File: config.mk
export PLATFORM = sky130hd
export DESIGN_NAME = counter_continuity_tracker_top
export DESIGN_NICKNAME = d
export VERILOG_FILES = /design/src/design/cct_pkg.sv /design/src/design/cct_front.sv /design/src/design/cct_back.sv /design/src/design/counter_continuity_tracker_top.sv
export SDC_FILE = /design/constraint.sdc
export NUM_CORES = 2
export LEC_CHECK = 0
export BUFFER_PORTS_ARGS = -buffer_cell sky130_fd_sc_hd__buf_4
export CAP_MARGIN = 20
export CORE_ASPECT_RATIO = 1.1
export CORE_MARGIN = 1
export CORE_UTILIZATION = 45
export DETAILED_ROUTE_END_ITERATION = 8
export GPL_ROUTABILITY_DRIVEN = 0
export PLACE_DENSITY = 0.63
export REMOVE_ABC_BUFFERS = 1
export SETUP_SLACK_MARGIN = 0.3
export SYNTH_ARGS = -nofsm -noshare
export SYNTH_HDL_FRONTEND = slang
export SYNTH_SLANG_ARGS = --single-unit
File: constraint.sdc
create_clock -name i_clk -period 15.2 [get_ports i_clk]
set_clock_uncertainty 0.15 [all_clocks]
set_input_delay 3.04 -clock i_clk [delete_from_list [all_inputs] [get_ports i_clk]]
set_output_delay 3.04 -clock i_clk [all_outputs]
set_load 0.005 [all_outputs]
File: src/design/cct_pkg.sv
package cct_pkg;

    localparam logic [3:0] EV_BASELINE   = 4'd0;
    localparam logic [3:0] EV_ADVANCE    = 4'd1;
    localparam logic [3:0] EV_WRAP       = 4'd2;
    localparam logic [3:0] EV_RESET      = 4'd3;
    localparam logic [3:0] EV_UNPROVEN   = 4'd4;
    localparam logic [3:0] EV_WIDTH_CHG  = 4'd5;
    localparam logic [3:0] EV_SRC_EPOCH  = 4'd6;
    localparam logic [3:0] EV_LINK_EPOCH = 4'd7;
    localparam logic [3:0] EV_RANGE      = 4'd8;
    localparam logic [3:0] EV_SEQ_REGR   = 4'd9;

    localparam logic [1:0] WIDTH_NONE = 2'd0;
    localparam logic [1:0] WIDTH_32   = 2'd1;
    localparam logic [1:0] WIDTH_BAD  = 2'd3;

    localparam logic [1:0] REG_WRAP_EN  = 2'd0;
    localparam logic [1:0] REG_CEILING  = 2'd1;
    localparam logic [1:0] REG_FLOOR    = 2'd2;
    localparam logic [1:0] REG_MAX_GAP  = 2'd3;

    localparam logic [62:0] ELAPSED_MAX = {63{1'b1}};
    localparam logic [64:0] SPAN32      = 65'h1_0000_0000;

    // one reading as passed from the front part to the back part
    typedef struct packed {
        logic [63:0] value;
        logic [1:0]  width;
        logic        reset_flag;
        logic [63:0] stamp;
        logic [63:0] seq;
        logic [31:0] src;
        logic [31:0] link;
    } t_item;

    // result fields
    typedef struct packed {
        logic [3:0]  event_code;
        logic        ok;
        logic [63:0] delta;
        logic [62:0] elapsed;
        logic        gap;
        logic        wrapped;
        logic        usable;
        logic [63:0] missing;
        logic [31:0] gap_total;
    } t_result;

    // floor(m * f / 65536) saturated, m is 2^32 (w32) or 2^64-1
    function automatic logic [63:0] threshold(input logic w32, input logic [16:0] f);
        logic [81:0] prod;
        begin
            prod = 82'd0;
            if (w32) begin
                // 2^32 * f / 2^16 is f shifted up by 16, always fits
                threshold = {31'd0, f, 16'd0};
            end else begin
                // (2^64-1)*f >> 16 = (f<<48) - ceil(f/65536) ... computed exactly
                prod = ({1'b0, f, 64'd0} - {65'd0, f}) >> 16;
                threshold = (prod[81:64] != 18'd0) ? 64'hFFFF_FFFF_FFFF_FFFF
                                                   : prod[63:0];
            end
        end
    endfunction

endpackage

File: src/design/cct_front.sv
module cct_front (
    input  logic            i_clk,
    input  logic            i_rst_n,
    input  logic            i_push,
    output logic            o_full,
    input  cct_pkg::t_item  i_item,
    input  logic            i_wen,
    input  logic [1:0]      i_windex,
    input  logic [62:0]     i_wdata,
    output logic            o_valid,
    input  logic            i_take,
    output cct_pkg::t_item  o_item,
    output logic [63:0]     o_ceil32,
    output logic [63:0]     o_ceil64,
    output logic [63:0]     o_floor32,
    output logic [63:0]     o_floor64,
    output logic            o_wrap_en,
    output logic [62:0]     o_max_gap
);

    logic [1:0]      r_cnt;
    logic            r_rd;
    logic            r_wr;
    cct_pkg::t_item  r_q [2];
    logic            w_push;
    logic            w_pop;

    logic [16:0]     r_ceil_f;
    logic [16:0]     r_floor_f;

    // two-entry queue to the back part
    assign o_full  = (r_cnt == 2'd2);
    assign o_valid = (r_cnt != 2'd0);
    assign o_item  = r_q[r_rd];
    assign w_push  = i_push && !o_full;
    assign w_pop   = i_take && o_valid;

    always_ff @(posedge i_clk) begin
        if (!i_rst_n) begin
            r_cnt <= 2'd0;
            r_rd  <= 1'b0;
            r_wr  <= 1'b0;
        end else begin
            if (w_push) r_wr <= ~r_wr;
            if (w_pop)  r_rd <= ~r_rd;
            r_cnt <= r_cnt + {1'b0, w_push} - {1'b0, w_pop};
        end
    end

    always_ff @(posedge i_clk) begin
        if (w_push) r_q[r_wr] <= i_item;
    end

    // configuration registers
    always_ff @(posedge i_clk) begin
        if (!i_rst_n) begin
            o_wrap_en <= 1'b1;
            r_ceil_f  <= 17'd58982;
            r_floor_f <= 17'd6554;
            o_max_gap <= 63'd60000000000;
        end else if (i_wen) begin
            unique case (i_windex)
                cct_pkg::REG_WRAP_EN: o_wrap_en <= i_wdata[0];
                cct_pkg::REG_CEILING: r_ceil_f  <= i_wdata[16:0];
                cct_pkg::REG_FLOOR:   r_floor_f <= i_wdata[16:0];
                cct_pkg::REG_MAX_GAP: o_max_gap <= i_wdata;
                default: ;
            endcase
        end
    end

    // thresholds, registered behind config writes
    always_ff @(posedge i_clk) begin
        o_ceil32  <= cct_pkg::threshold(1'b1, r_ceil_f);
        o_ceil64  <= cct_pkg::threshold(1'b0, r_ceil_f);
        o_floor32 <= cct_pkg::threshold(1'b1, r_floor_f);
        o_floor64 <= cct_pkg::threshold(1'b0, r_floor_f);
    end

`ifndef SYNTHESIS
    a_cnt_max: assert property (@(posedge i_clk) disable iff (!i_rst_n) r_cnt <= 2'd2)
        else $error("queue count overflow");
    a_full_push: assert property (@(posedge i_clk) disable iff (!i_rst_n)
        (o_full && !w_pop) |=> o_full) else $error("full dropped without pop");
    a_empty_valid: assert property (@(posedge i_clk) disable iff (!i_rst_n)
        (!o_valid && !w_push) |=> !o_valid) else $error("item appeared");
`endif

endmodule

File: src/design/cct_back.sv
module cct_back (
    input  logic            i_clk,
    input  logic            i_rst_n,
    input  logic            i_valid,
    output logic            o_take,
    input  cct_pkg::t_item  i_item,
    input  logic [63:0]     i_ceil32,
    input  logic [63:0]     i_ceil64,
    input  logic [63:0]     i_floor32,
    input  logic [63:0]     i_floor64,
    input  logic            i_wrap_en,
    input  logic [62:0]     i_max_gap,
    output logic            o_empty,
    input  logic            i_pop,
    output cct_pkg::t_result o_res
);

    logic            r_bvalid;
    logic            r_ivalid;
    cct_pkg::t_item  r_base;
    logic [63:0]     r_missing;
    logic [31:0]     r_gaps;
    logic            r_full;
    cct_pkg::t_result r_res;

    cct_pkg::t_result w_res;
    logic            w_take_base;
    logic            w_drop_base;
    logic [63:0]     w_missing;
    logic [31:0]     w_gaps;
    logic [63:0]     w_diff;
    logic [63:0]     w_dseq;
    logic [62:0]     w_elapsed;
    logic            w_gap;
    logic [63:0]     w_ceil;
    logic [63:0]     w_floor;
    logic            w_proven;
    logic            w_w32;

    assign o_take  = i_valid && (!r_full || i_pop);
    assign o_empty = !r_full;
    assign o_res   = r_res;

    assign w_w32   = (i_item.width == cct_pkg::WIDTH_32);
    assign w_diff  = i_item.stamp - r_base.stamp;
    assign w_dseq  = i_item.seq - r_base.seq;
    assign w_ceil  = w_w32 ? i_ceil32 : i_ceil64;
    assign w_floor = w_w32 ? i_floor32 : i_floor64;
    assign w_proven = i_wrap_en && (i_item.width != cct_pkg::WIDTH_NONE)
                      && (r_base.value >= w_ceil) && (i_item.value <= w_floor);

    // elapsed time with overflow saturation, negative differences clamped to zero, and gap test
    always_comb begin
        if ((i_item.stamp[63] != r_base.stamp[63]) && (w_diff[63] != i_item.stamp[63]))
            w_elapsed = cct_pkg::ELAPSED_MAX;
        else if (w_diff[63])
            w_elapsed = 63'd0;
        else
            w_elapsed = w_diff[62:0];
        w_gap = (w_elapsed > i_max_gap) || (w_elapsed == 63'd0);
    end

    // classification
    always_comb begin
        w_res       = '0;
        w_res.ok    = 1'b1;
        w_take_base = 1'b0;
        w_drop_base = 1'b0;
        w_missing   = r_missing;
        w_gaps      = r_gaps;
        priority if (r_ivalid && i_item.src != r_base.src) begin
            w_take_base = 1'b1;
            w_res.event_code = cct_pkg::EV_SRC_EPOCH;
        end else if (r_ivalid && i_item.link != r_base.link) begin
            w_take_base = 1'b1;
            w_res.event_code = cct_pkg::EV_LINK_EPOCH;
        end else if (i_item.width == cct_pkg::WIDTH_BAD
                     || (w_w32 && i_item.value[63:32] != 32'd0)) begin
            w_drop_base = 1'b1;
            w_res.event_code = cct_pkg::EV_RANGE;
            w_res.ok = 1'b0;
        end else if (r_bvalid && i_item.width != r_base.width) begin
            w_take_base = 1'b1;
            w_res.event_code = cct_pkg::EV_WIDTH_CHG;
        end else if (r_bvalid && i_item.seq < r_base.seq) begin
            w_res.event_code = cct_pkg::EV_SEQ_REGR;
        end else if (i_item.reset_flag) begin
            w_take_base = 1'b1;
            w_res.event_code = cct_pkg::EV_RESET;
        end else if (!r_bvalid) begin
            w_take_base = 1'b1;
            w_res.event_code = cct_pkg::EV_BASELINE;
        end else begin
            w_take_base = 1'b1;
            if (w_dseq > 64'd1) w_missing = r_missing + w_dseq - 64'd1;
            if (i_item.value >= r_base.value || w_proven) begin
                w_res.elapsed = w_elapsed;
                w_res.gap     = w_gap;
                w_res.usable  = !w_gap;
                if (w_gap && r_gaps != 32'hFFFF_FFFF) w_gaps = r_gaps + 32'd1;
                if (i_item.value >= r_base.value) begin
                    w_res.event_code = cct_pkg::EV_ADVANCE;
                    w_res.delta = i_item.value - r_base.value;
                end else begin
                    w_res.event_code = cct_pkg::EV_WRAP;
                    w_res.wrapped = 1'b1;
                    w_res.delta = w_w32 ? (cct_pkg::SPAN32[63:0] - r_base.value
                                           + i_item.value)
                                        : (i_item.value - r_base.value);
                end
            end else begin
                w_res.event_code = cct_pkg::EV_UNPROVEN;
                w_res.ok = 1'b0;
            end
        end
        w_res.missing   = w_missing;
        w_res.gap_total = w_gaps;
    end

    // baseline state and running totals
    always_ff @(posedge i_clk) begin
        if (!i_rst_n) begin
            r_bvalid  <= 1'b0;
            r_ivalid  <= 1'b0;
            r_base    <= '0;
            r_missing <= 64'd0;
            r_gaps    <= 32'd0;
        end else if (o_take) begin
            r_missing <= w_missing;
            r_gaps    <= w_gaps;
            if (w_drop_base) r_bvalid <= 1'b0;
            if (w_take_base) begin
                r_bvalid <= 1'b1;
                r_ivalid <= 1'b1;
                r_base   <= i_item;
            end
        end
    end

    // result register
    always_ff @(posedge i_clk) begin
        if (!i_rst_n) begin
            r_full <= 1'b0;
        end else if (o_take) begin
            r_full <= 1'b1;
        end else if (i_pop) begin
            r_full <= 1'b0;
        end
    end

    always_ff @(posedge i_clk) begin
        if (o_take) r_res <= w_res;
    end

`ifndef SYNTHESIS
    a_ok: assert property (@(posedge i_clk) disable iff (!i_rst_n)
        r_full |-> (!r_res.ok == (r_res.event_code == cct_pkg::EV_RANGE
                                  || r_res.event_code == cct_pkg::EV_UNPROVEN)))
        else $error("continuity flag mismatch");
    a_gaps: assert property (@(posedge i_clk) disable iff (!i_rst_n)
        r_gaps >= $past(r_gaps)) else $error("gap total decreased");
    a_iv: assert property (@(posedge i_clk) disable iff (!i_rst_n)
        r_bvalid |-> r_ivalid) else $error("baseline without identity");
`endif

endmodule

File: src/design/counter_continuity_tracker_top.sv
// Counter continuity tracker: takes one counter reading per transaction and
// returns one classified result per reading, in order. A reading is accepted
// every clock while the input queue is not full; it waits in the two-entry
// queue, and its result is registered when the back part takes it. Throughput
// is one reading per cycle while results are popped, set by the combinational
// 64-bit compare and subtract path there. Configuration writes are to be made
// by the user while no reading is in flight; the block itself does not enforce
// it. Ceiling and floor writes also pass through the threshold registers.
module counter_continuity_tracker_top (
    input  logic        i_clk,
    input  logic        i_rst_n,
    input  logic        push,
    output logic        full,
    input  logic [63:0] i_reading_value,
    input  logic [1:0]  i_width_code,
    input  logic        i_reset_flag,
    input  logic signed [63:0] i_stamp_nanos,
    input  logic [63:0] i_seq_number,
    input  logic [31:0] i_source_epoch,
    input  logic [31:0] i_link_epoch,
    input  logic        i_cfg_wen,
    input  logic [1:0]  i_cfg_index,
    input  logic [62:0] i_cfg_data,
    output logic        empty,
    input  logic        pop,
    output logic [3:0]  o_event_code,
    output logic        o_continuity_ok,
    output logic [63:0] o_value_delta,
    output logic [62:0] o_elapsed_time,
    output logic        o_gap_flag,
    output logic        o_wrap_flag,
    output logic        o_rate_usable,
    output logic [63:0] o_missing_total,
    output logic [31:0] o_gap_total
);

    cct_pkg::t_item   w_in;
    cct_pkg::t_item   w_q;
    cct_pkg::t_result w_res;
    logic             w_valid;
    logic             w_take;
    logic [63:0]      w_c32, w_c64, w_f32, w_f64;
    logic             w_wen;
    logic [62:0]      w_maxgap;

    assign w_in = '{value: i_reading_value, width: i_width_code,
                    reset_flag: i_reset_flag, stamp: i_stamp_nanos,
                    seq: i_seq_number, src: i_source_epoch, link: i_link_epoch};

    cct_front u_front (
        .i_clk(i_clk), .i_rst_n(i_rst_n), .i_push(push), .o_full(full),
        .i_item(w_in), .i_wen(i_cfg_wen), .i_windex(i_cfg_index),
        .i_wdata(i_cfg_data), .o_valid(w_valid), .i_take(w_take), .o_item(w_q),
        .o_ceil32(w_c32), .o_ceil64(w_c64), .o_floor32(w_f32),
        .o_floor64(w_f64), .o_wrap_en(w_wen), .o_max_gap(w_maxgap)
    );

    cct_back u_back (
        .i_clk(i_clk), .i_rst_n(i_rst_n), .i_valid(w_valid), .o_take(w_take),
        .i_item(w_q), .i_ceil32(w_c32), .i_ceil64(w_c64), .i_floor32(w_f32),
        .i_floor64(w_f64), .i_wrap_en(w_wen), .i_max_gap(w_maxgap),
        .o_empty(empty), .i_pop(pop), .o_res(w_res)
    );

    assign o_event_code    = w_res.event_code;
    assign o_continuity_ok = w_res.ok;
    assign o_value_delta   = w_res.delta;
    assign o_elapsed_time  = w_res.elapsed;
    assign o_gap_flag      = w_res.gap;
    assign o_wrap_flag     = w_res.wrapped;
    assign o_rate_usable   = w_res.usable;
    assign o_missing_total = w_res.missing;
    assign o_gap_total     = w_res.gap_total;

endmodule

==> insert_results.sql <==
INSERT INTO impl_metrics (metric_group, metric, value, unit) VALUES
('worst_setup_path', 'cp.arrival', '9920', 'ps'),
('grt', 'grt_total_usage', '0.254', ''),
('worst_setup_path', 'start_kind', 'flip-flop', ''),
('worst_hold_path', 'hold_path.class', 'reg2reg', ''),
('synthesis', 'syn-mean-instance-area', '9.86', 'um^2'),
('clock_tree', 'hold_buffers', '0', ''),
('floorplan', 'floorplan.die.width', '391', 'um'),
('worst_setup_path', 'slowest_stage', 'sky130_fd_sc_hd__dfxtp_4', ''),
('worst_setup_path', 'timing.setup.critical_path_class', 'reg2reg', ''),
('floorplan', 'initial_cell_density_of_the_core', '0.454', ''),
('finish', 'post_route_standard_cell_area_excluding_fillers', '86300', 'um^2'),
('clock_tree', 'numClockSinks', '1309', ''),
('clock_tree', 'post_cts.repair.setup_buffers', '0', ''),
('worst_setup_path', 'crit_fanout', '85', ''),
('sta', 'finalCriticalPeriod', '9500', 'ps'),
('grt', 'grt_start_max_net_pins', '112', ''),
('worst_setup_path', 'worst-r2r-setup-slack', '5700', 'ps'),
('placement', 'place.port_buffers', '561', ''),
('synthesis', 'synth_seq_area_share', '0.450', ''),
('synthesis', 'synth-edff-count', '749', ''),
('synthesis', 'ys_types', '98', ''),
('clock_tree', 'h-tree-depth', '4', ''),
('sta', 'rsz0062_at_grt', 'no', ''),
('clock_tree', 'cts_tree', 'yes', ''),
('status', 'result_of_the_run', 'finished, final reports clean', ''),
('synthesis', 'synthesis.yosys.warnings', '0', ''),
('floorplan', 'core.rowCount', '156', ''),
('route', 'detailedRoute.firstPassIterationCount', '6', ''),
('route', 'drt_iter0_markers', '4748', ''),
('finish', 'final.fill_count', '14900', ''),
('grt', 'wire_length_of_the_first_global_routing_pass', '328', 'mm'),
('sta', 'tightest_slew', '1070', 'ps'),
('sta', 'slew-limit-headroom', '0.284', ''),
('clock_tree', 'cts_root_buffer', 'sky130_fd_sc_hd__clkbuf_16', ''),
('sta', 'fmaxAchievable', '0.105', 'GHz'),
('finish', 'final_layout_size_suffix_gt1_frac', '0.138', ''),
('grt', 'number_of_antenna_violations_at_the_first_check_in_global_routing', '41', ''),
('synthesis', 'ys.flop_type', 'sky130_fd_sc_hd__edfxtp_1', ''),
('clock_tree', 'post_cts_resize_count', '0', ''),
('synthesis', 'async_flop_share', '0', ''),
('finish', 'final_common_cell', 'sky130_fd_sc_hd__edfxtp_1', ''),
('run', 'maxCapViolCount', '0', ''),
('grt', 'number_of_global_route_vias_before_repair', '56100', ''),
('route', 'via_count', '57900', ''),
('clock_tree', 'cts_made_buffers', '145', ''),
('sta', 'post-route-worst-setup-slack', '5700', 'ps'),
('route', 'drt-total-wl', '218', 'mm'),
('worst_setup_path', 'critical_path.endpoint_type', 'flip-flop', ''),
('floorplan', 'ioPinCount', '562', ''),
('worst_setup_path', 'critical_path.reg2reg.endpoint', 'u_back.o_res[1]', ''),
('synthesis', 'postSynthRegisterBits', '1309', ''),
('floorplan', 'die-height', '430', 'um'),
('floorplan', 'core-area', '165000', 'um^2'),
('synthesis', 'post_synth_instance_area', '74800', 'um^2'),
('sta', 'final_min_period_over_clock_period', '0.625', ''),
('placement', 'dpl_worst_slack', '5780', 'ps'),
('finish', 'fin_util', '0.524', ''),
('worst_setup_path', 'timing.critical_path.to', 'u_back.o_res[1]', ''),
('worst_setup_path', 'critical_path.max_stage_delay', '690', 'ps'),
('clock_tree', 'ctsLongestPathBuffers', '3', ''),
('grt', 'grt_overflow_total', '0', ''),
('clock_tree', 'insertion_delay', '840', 'ps'),
('worst_setup_path', 'r2r_cells', '29', ''),
('route', 'drc', '0', ''),
('floorplan', 'full_die_area', '168000', 'um^2'),
('finish', 'layout.cells.most_common_list', 'sky130_fd_sc_hd__edfxtp_1 (749), sky130_fd_sc_hd__nand2_1 (708), sky130_fd_sc_hd__inv_1 (707)', ''),
('finish', 'nets', '9024', ''),
('placement', 'hpwl', '166', 'mm'),
('route', 'drt-wirelength-per-cell', '21.0', 'um'),
('finish', 'area_added_between_synthesis_and_finish', '15.4', '%'),
('sta', 'timing.final.hold_violations', '0', ''),
('route', 'ant_nets', '0', ''),
('route', 'viasPerCell', '5.57', ''),
('placement', 'dpl-instance-area', '81100', 'um^2'),
('clock_tree', 'clkSlewWorstSetupHoldPaths', '60', 'ps'),
('synthesis', 'synth_cells', '7593', ''),
('worst_setup_path', 'worst_ep_required_time', '15620', 'ps'),
('sta', 'pins_over_their_slew_limit', '0', ''),
('sta', 'final-setup-viol-count', '0', '');
==> stage by stage <==
| step | TNS (ps) | instances | hold WS, ps |
|---|---|---|---|
| 2_1_floorplan | -3806960 | 7279 | 211 |
| 3_3_place_gp | 0 | 10100 | 245 |
| 3_5_place_dp | 0 | 10100 | 255 |
| 4_1_cts | 0 | 10400 | 263 |
| 5_1_grt | 0 | 10400 | 274 |
| 6_report | 0 | 10400 | 269 |
==> worst min-delay path by stage <==
stage                           from                     to  depth (start not counted)
2_1_floorplan   u_front.r_ceil_f[13]   u_front.o_ceil32[29]                          0
3_3_place_gp   u_front.r_floor_f[16]  u_front.o_floor32[32]                          0
3_5_place_dp   u_front.r_floor_f[16]  u_front.o_floor32[32]                          0
4_1_cts         u_front.r_ceil_f[13]   u_front.o_ceil32[29]                          0
5_1_grt         u_front.r_ceil_f[13]   u_front.o_ceil32[29]                          0
6_report       u_front.r_floor_f[16]  u_front.o_floor32[32]                          0
==> cell families (layout without fill, tap and decap cells) <==
kind of cell	Yosys count	in the layout	share of synthesized area
buffers and inverters	1023	1604	0.0526
AOI/OAI and AO/OA	1627	1627	0.138
xor gates and xnor gates	419	419	0.0490
muxes	464	464	0.0652
adders and majority gates	653	653	0.116
other	0	18	0
and+or+nand+nor	2098	2098	0.130
DFF	1309	1309	0.450
==> critical path, delay by kind of cell, from the launching register on <==
kind                     cells  cell delay, ps
multiplexers                 2             810
AO/OA/AOI/OAI               16            3480
AND/OR/NAND/NOR              6            1630
adder cells (fa/ha/maj)      2             860
flip-flops                   1             690
buffers and inverters        3            1530
==> flip-flops by register name, indices dropped and copies added, names as in the netlist, 2 cells and up, named ones only <==
signal             count
u_front.o_max_gap     63
u_front.r_cnt          2
u_front.o_ceil32      17
u_front.o_floor64     33
u_back.r_base        258
u_front.r_floor_f     17
u_back.r_missing      64
u_front.r_ceil_f      17
u_back.o_res         231
u_front.r_q          518
u_back.r_gaps         32
u_front.o_ceil64      33
u_front.o_floor32     17
==> synthesized netlist by cell type, types with 190 or more instances <==
cell type	number	area, um^2
sky130_fd_sc_hd__edfxtp_1	749	22500
sky130_fd_sc_hd__nand3_1	190	951
sky130_fd_sc_hd__dfxtp_1	560	11200
sky130_fd_sc_hd__xnor2_1	287	2510
sky130_fd_sc_hd__mux2i_1	276	2760
sky130_fd_sc_hd__inv_1	707	2650
sky130_fd_sc_hd__nand2_1	709	2660
sky130_fd_sc_hd__ha_1	580	7260
sky130_fd_sc_hd__clkbuf_1	222	833
sky130_fd_sc_hd__o21ai_0	296	1480
sky130_fd_sc_hd__a21oi_1	531	2660
sky130_fd_sc_hd__nor2_1	571	2140
==> layer usage <==
metal | routed length [um] | vias up | global-route usage
met4 | 8540 | 42 | 0.103
met3 | 16100 | 424 | 0.0531
met1 | 93300 | 27500 | 0.332
met2 | 99800 | 2013 | 0.406
met5 | 276 | - | 0
li1 | - | 27900 | -
==> layout make-up <==
class	count	area [um^2]	area share
Clock buffer	185	3920	0.0454
Timing Repair Buffer	623	4730	0.0547
Clock inverter	87	1200	0.0140
Inverter	709	2680	0.0310
Antenna cell	18	45.0	0.000522
Multi-Input combinational cell	5261	37300	0.432
Sequential cell	1309	33700	0.390
Tap cell	2212	2770	0.0321
Power is not shown: default switching activity piles up to over one toggle a cycle in this logic, so the estimate is an artifact.
